## src/rtl/lra_pkg.sv

```systemverilog
// ----------------------------------------------------------------------------
// lra_pkg: shared types and constants of the low-rank adapter core
// Opcodes, register indexes, datapath widths and divider status.
// ----------------------------------------------------------------------------
package lra_pkg;

  localparam int MAX_RANK_DEF = 128;
  localparam int MAX_IN_DEF   = 1024;
  localparam int MAX_OUT_DEF  = 1024;

  // field widths
  localparam int OP_W   = 3;
  localparam int VI_W   = 10;
  localparam int KI_W   = 7;
  localparam int DAT_W  = 16;
  localparam int RANK_W = 8;
  localparam int DIM_W  = 11;
  localparam int CFGI_W = 3;

  // datapath widths
  localparam int PS_W   = 40;              // partial sum, Q.24
  localparam int PSQ_W  = PS_W - 12;       // partial sum floored to Q.12
  localparam int PROD_W = PSQ_W + DAT_W;   // shared multiplier output
  localparam int ACC_W  = PROD_W + 8;      // emit accumulator
  localparam int S_W    = ACC_W - 12;      // s, Q.12
  localparam int AM_W   = DAT_W + 1;       // |magnitude|
  localparam int DVD_W  = AM_W + S_W;      // divider dividend
  localparam int DSR_W  = 34;              // divider divisor (norm)

  // |s| / 100 as (|s| >> 2) * ceil(2^43 / 25) >> 43, in two half-width passes
  localparam int NRM_Y_W = S_W - 2;              // |s| >> 2
  localparam int NRM_H_W = NRM_Y_W / 2;          // one half of it
  localparam int RCP_W   = 39;
  localparam int NRM_P_W = NRM_H_W + RCP_W;      // partial product
  localparam int NRM_SH  = 43 - NRM_H_W;         // shift right after the high pass

  localparam logic [RCP_W-1:0] RCP_25  = 39'd351843720889;
  localparam logic [DSR_W-1:0] ONE_Q12 = DSR_W'(4096);

  typedef enum logic [OP_W-1:0] {
    OP_LOAD_DOWN = 3'd0,
    OP_LOAD_UP   = 3'd1,
    OP_LOAD_MAG  = 3'd2,
    OP_CLEAR     = 3'd3,
    OP_FEED      = 3'd4,
    OP_EMIT      = 3'd5
  } op_t;

  localparam logic [CFGI_W-1:0] CFG_RANK    = 3'd0;
  localparam logic [CFGI_W-1:0] CFG_IN_DIM  = 3'd1;
  localparam logic [CFGI_W-1:0] CFG_OUT_DIM = 3'd2;
  localparam logic [CFGI_W-1:0] CFG_ADAPTER = 3'd3;
  localparam logic [CFGI_W-1:0] CFG_MAG     = 3'd4;

  typedef struct packed {
    logic busy;
    logic done;
  } div_stat_t;

endpackage

```

## src/rtl/lra_div.sv

```systemverilog
// ----------------------------------------------------------------------------
// lra_div: iterative unsigned divider
// Restoring division, one quotient bit per cycle; done pulses at the end.
// ----------------------------------------------------------------------------
module lra_div (
  input  logic                    clk,
  input  logic                    rst,
  input  logic                    start,
  input  logic [lra_pkg::DVD_W-1:0] dividend,
  input  logic [lra_pkg::DSR_W-1:0] divisor,
  output logic [lra_pkg::DVD_W-1:0] quotient,
  output lra_pkg::div_stat_t      stat
);
  import lra_pkg::*;

  localparam int CW = $clog2(DVD_W + 1);

  logic [CW-1:0]    cnt;
  logic [DSR_W:0]   rem;
  logic [DSR_W-1:0] dsr;
  logic [DSR_W:0]   rem_sh;
  logic             take;

  assign rem_sh = {rem[DSR_W-1:0], quotient[DVD_W-1]};
  assign take   = rem_sh >= {1'b0, dsr};

  always_ff @(posedge clk) begin
    if (rst) begin
      stat <= '0;
      cnt  <= '0;
    end else begin
      stat.done <= 1'b0;
      if (start) begin
        stat.busy <= 1'b1;
        cnt       <= CW'(DVD_W);
      end else if (stat.busy) begin
        cnt <= cnt - 1'b1;
        if (cnt == CW'(1)) begin
          stat.busy <= 1'b0;
          stat.done <= 1'b1;
        end
      end
    end
  end

  always_ff @(posedge clk) begin
    if (start) begin
      quotient <= dividend;
      dsr      <= divisor;
      rem      <= '0;
    end else if (stat.busy) begin
      rem      <= take ? (rem_sh - {1'b0, dsr}) : rem_sh;
      quotient <= {quotient[DVD_W-2:0], take};
    end
  end

endmodule

```

## config.mk

```make
export PLATFORM = sky130hd
export DESIGN_NAME = lra_div
export DESIGN_NICKNAME = d
export VERILOG_FILES = /design/src/rtl/lra_pkg.sv /design/src/rtl/lra_div.sv
export SDC_FILE = /design/constraint.sdc
export NUM_CORES = 1
export LEC_CHECK = 0
export ABC_AREA = 1
export BUFFER_PORTS_ARGS = -buffer_cell sky130_fd_sc_hd__buf_2
export CAP_MARGIN = 20
export CELL_PAD_IN_SITES_DETAIL_PLACEMENT = 2
export CELL_PAD_IN_SITES_GLOBAL_PLACEMENT = 2
export CORE_UTILIZATION = 34
export CTS_CLUSTER_DIAMETER = 100
export CTS_CLUSTER_SIZE = 28
export DETAILED_ROUTE_END_ITERATION = 12
export GPL_TIMING_DRIVEN = 0
export PLACE_DENSITY = 0.95
export SYNTH_ARGS = -nofsm -noshare
export SYNTH_HDL_FRONTEND = slang
export SYNTH_SLANG_ARGS = --single-unit
```

## constraint.sdc

```tcl
create_clock -name clk -period 9.1 [get_ports clk]
set_clock_uncertainty 0.05 [all_clocks]
set_input_delay 1.365 -clock clk [delete_from_list [all_inputs] [get_ports clk]]
set_output_delay 1.365 -clock clk [all_outputs]
set_load 0.03 [all_outputs]
```

==> out/metrics.csv <==
stage,metric,value,unit
timing,crit share post-route,38.7,%
critical_path,reg-to-reg setup timing slack,6.33,ns
route,WL final,34300,um
timing,unrepaired setup endpoints after global routing,no,
synth,post-synthesis instance area,8220,sq um
critical_path,WP data arrival,3.58,ns
critical_path,critical path's largest stage delay,0.71,ns
clocking,Worst-path clk slew,0.07,ns
floorplan,Ports,153,
critical_path,R2R Path Start,quotient[56],
clocking,TritonCTS clock tree,done,
min_path,hold_sp,rem[33],
placed_design,DP Wirelength,25200,um
clocking,CTS H-Tree Depth,4,
min_path,Worst Hold Class,reg2reg,
clocking,CTS Buf Count,17,
critical_path,worst r2r dst,rem[32],
synth,synth unique cells,37,
grt,largest net degree at the start of global routing,59,
critical_path,R2R cell count,16,
min_path,Hold EP,rem[33],
clocking,# hold bufs at CTS,0,
min_path,hold depth,2,
floorplan,num rows,56,
power_and_ir_drop,worst vdd ir,123,uV
route,Via density,5.09,
synth,Syn Nets,1242,
floorplan,Starting Density,34.8,%
critical_path,crit path max fanout,58,
floorplan,Die ar.,24800,sq um
clocking,post-CTS setup buffer count,0,
route,via count,8217,
timing,crit path time final,3.52,ns
placed_design,IO Port Bufs,152,
grt,initial antenna violation count,2,
route,Starting DRT DRC Count,419,
grt,gr usage total,29.0,%
timing,Slew @ Worst Pin,0.958,ns
placed_design,GPL Wtd Cong,0.857,
clocking,CTS sink count,133,
timing,Max Transition Viols Final,0,
placed_design,dpl cells,1583,
synth,Mapped Cells,1111,
timing,max_slew headroom,36.1,%
clocking,Max Buffers Root-to-Sink,2,
synth,register area share after synthesis,43.5,%
timing,count of final setup violators,0,
clocking,Root Buffer,clkbuf_16,
timing,Max Fclk,0.284,GHz
layout,Syn-to-layout area delta,21.4,%
critical_path,CP max stage cell,buf_2,
synth,"Warnings, synthesis",0,
floorplan,Die X,157,um
grt,global-route wire length before repair,52800,um
critical_path,crit-path cells,buf_2 -> clkbuf_1 -> nor2_1 -> inv_1 -> clkbuf_4 -> buf_16,
layout,# fillers,2779,
run_status,status,completed,
floorplan,Die H,157,um
critical_path,Crit Path Category,in2reg,
timing,setup TNS,0,ns
route,post-route ant nets,0,
layout,Final #Nets,1414,
power_and_ir_drop,PwrDens,171,nW/um^2
route,1st-pass router iterations,5,
critical_path,CP Capture Type,register,
grt,number of global-route vias before repair,9546,
route,Remaining DRCs,0,
layout,Post-Layout Cell Count,1615,
route,Routed WL per cell,21.2,um
critical_path,"Req. time, crit path",9.16,ns
job,max cap viols,0,
power_and_ir_drop,Leakage,5.15,nW
floorplan,Core Footprint,23600,sq um
clocking,post_cts resized,0,
clocking,worst-skew pair later-pin latency,0.46,ns
layout,diode count,0,
synth,Mean Syn Cell Area,7.40,sq um
synth,Yosys reg bits,133,
critical_path,startpoint types,input pin,
grt,total grt overflow,0,
layout,share of cells above drive strength 1,18.8,%
timing,Final Hold Vio Count,0,
==> area by class of cell <==
type | instances | area [sq um] | area share [%]
Inverter | 182 | 683 | 6.85
Multi-Input combinational cell | 767 | 3820 | 38.2
Buffer | 29 | 149 | 1.49
Clock inverter | 14 | 141 | 1.42
Clock buffer | 18 | 429 | 4.30
Tap cell | 319 | 399 | 4.00
Sequential cell | 133 | 3570 | 35.8
Timing Repair Buffer | 153 | 788 | 7.90
==> report_power, final <==
part / internal (W) / total, W / leakage (nW) / switching (W)
clock network: 0.000384 / 0.000709 / 0.267 / 0.000325
logic: 0.0000765 / 0.000272 / 3.63 / 0.000195
registers: 0.000698 / 0.000724 / 1.26 / 0.0000261
==> per-stage QoR <==
step | util [%] | setup slack (ns) | total power, W | hold slack (ns) | cell area, sq um
floorplan | - | 5.02 | 0.000890 | 0.376 | 8220
global placement | 39.7 | 2.96 | 0.000977 | 0.389 | 9380
detailed placement | 39.8 | 5.18 | 0.00100 | 0.414 | 9410
CTS | 42.3 | 5.60 | 0.00172 | 0.425 | 9980
global route | 42.3 | 5.45 | 0.00176 | 0.459 | 9980
finish | 42.3 | 5.58 | 0.00170 | 0.426 | 9980
==> sequential cells by signal, summed over array words and instances (netlist names) <==
register,count
dsr,34
stat,2
cnt,6
rem,34
quotient,57
==> cell usage in the layout, fill, tap and decap left out, types with 10 or more instances in the layout <==
| cell | netlist | routed |
|---|---|---|
| nand2_1 | 431 | 431 |
| inv_1 | 176 | 176 |
| buf_2 | 8 | 160 |
| nand3_1 | 95 | 95 |
| edfxtp_1 | 91 | 91 |
| nor2_1 | 54 | 54 |
| dfxtp_1 | 42 | 42 |
| ha_1 | 36 | 36 |
| a21oi_1 | 27 | 27 |
| clkbuf_1 | 17 | 17 |
| clkbuf_16 | 0 | 17 |
| o21ai_0 | 16 | 16 |
| xnor2_1 | 15 | 15 |
| nand3b_1 | 15 | 15 |
| o21ai_1 | 14 | 14 |
| nand2_2 | 11 | 11 |
| nand3_2 | 10 | 10 |
==> routing by layer <==
layer / global-route usage (%) / wire (um) / vias to the layer above
met5: 0 / 15 / -
met4: 13.1 / 1250 / 2
met3: 7.43 / 2070 / 70
met2: 53.5 / 17700 / 267
met1: 30.9 / 13200 / 4028
li1: - / - / 3850
==> Yosys cell counts, drive strengths merged <==
master | number | area share (%)
xnor2 | 15 | 1.6
dfxtp | 42 | 10
edfxtp | 91 | 33
nand3b | 15 | 1.4
buf | 12 | 0.99
o21ai | 31 | 1.9
nor2 | 66 | 3.7
nor4 | 1 | 0.076
fa | 1 | 0.24
ha | 36 | 5.5
xor2 | 2 | 0.21
nand3 | 105 | 7.0
nand2 | 445 | 21
nor3 | 5 | 0.37
a31oi | 2 | 0.15
o31ai | 1 | 0.091
o21bai | 4 | 0.37
and2 | 1 | 0.076
clkbuf | 17 | 0.78
inv | 182 | 8.3
a211oi | 1 | 0.091
a21oi | 29 | 1.9
nand4 | 7 | 0.53
==> critical path: cells and delay by family <==
kind | cells | cell delay [ns]
and+or+nand+nor | 1 | 0.16
buffers and inverters | 5 | 1.97
==> kinds of logic after synthesis <==
| kind of cell | after synthesis | share of synthesized area, % |
|---|---|---|
| AO/OA/AOI/OAI | 68 | 4.58 |
| XOR/XNOR | 17 | 1.81 |
| flip-flops | 133 | 43.5 |
| adder cells (fa/ha/maj) | 37 | 5.72 |
| AND/OR/NAND/NOR | 645 | 34.3 |
| buffers and inverters | 211 | 10.1 |
==> worst max path at each step <==
stage               slack, ns  start            to
finish                   5.58  start   quotient[9]
global route             5.45  start   quotient[9]
CTS                      5.60  start   quotient[9]
detailed placement       5.18  start  quotient[28]
global placement         2.96  start  quotient[29]
floorplan                5.02  start   quotient[0]
(Power assumes the default switching activity.)
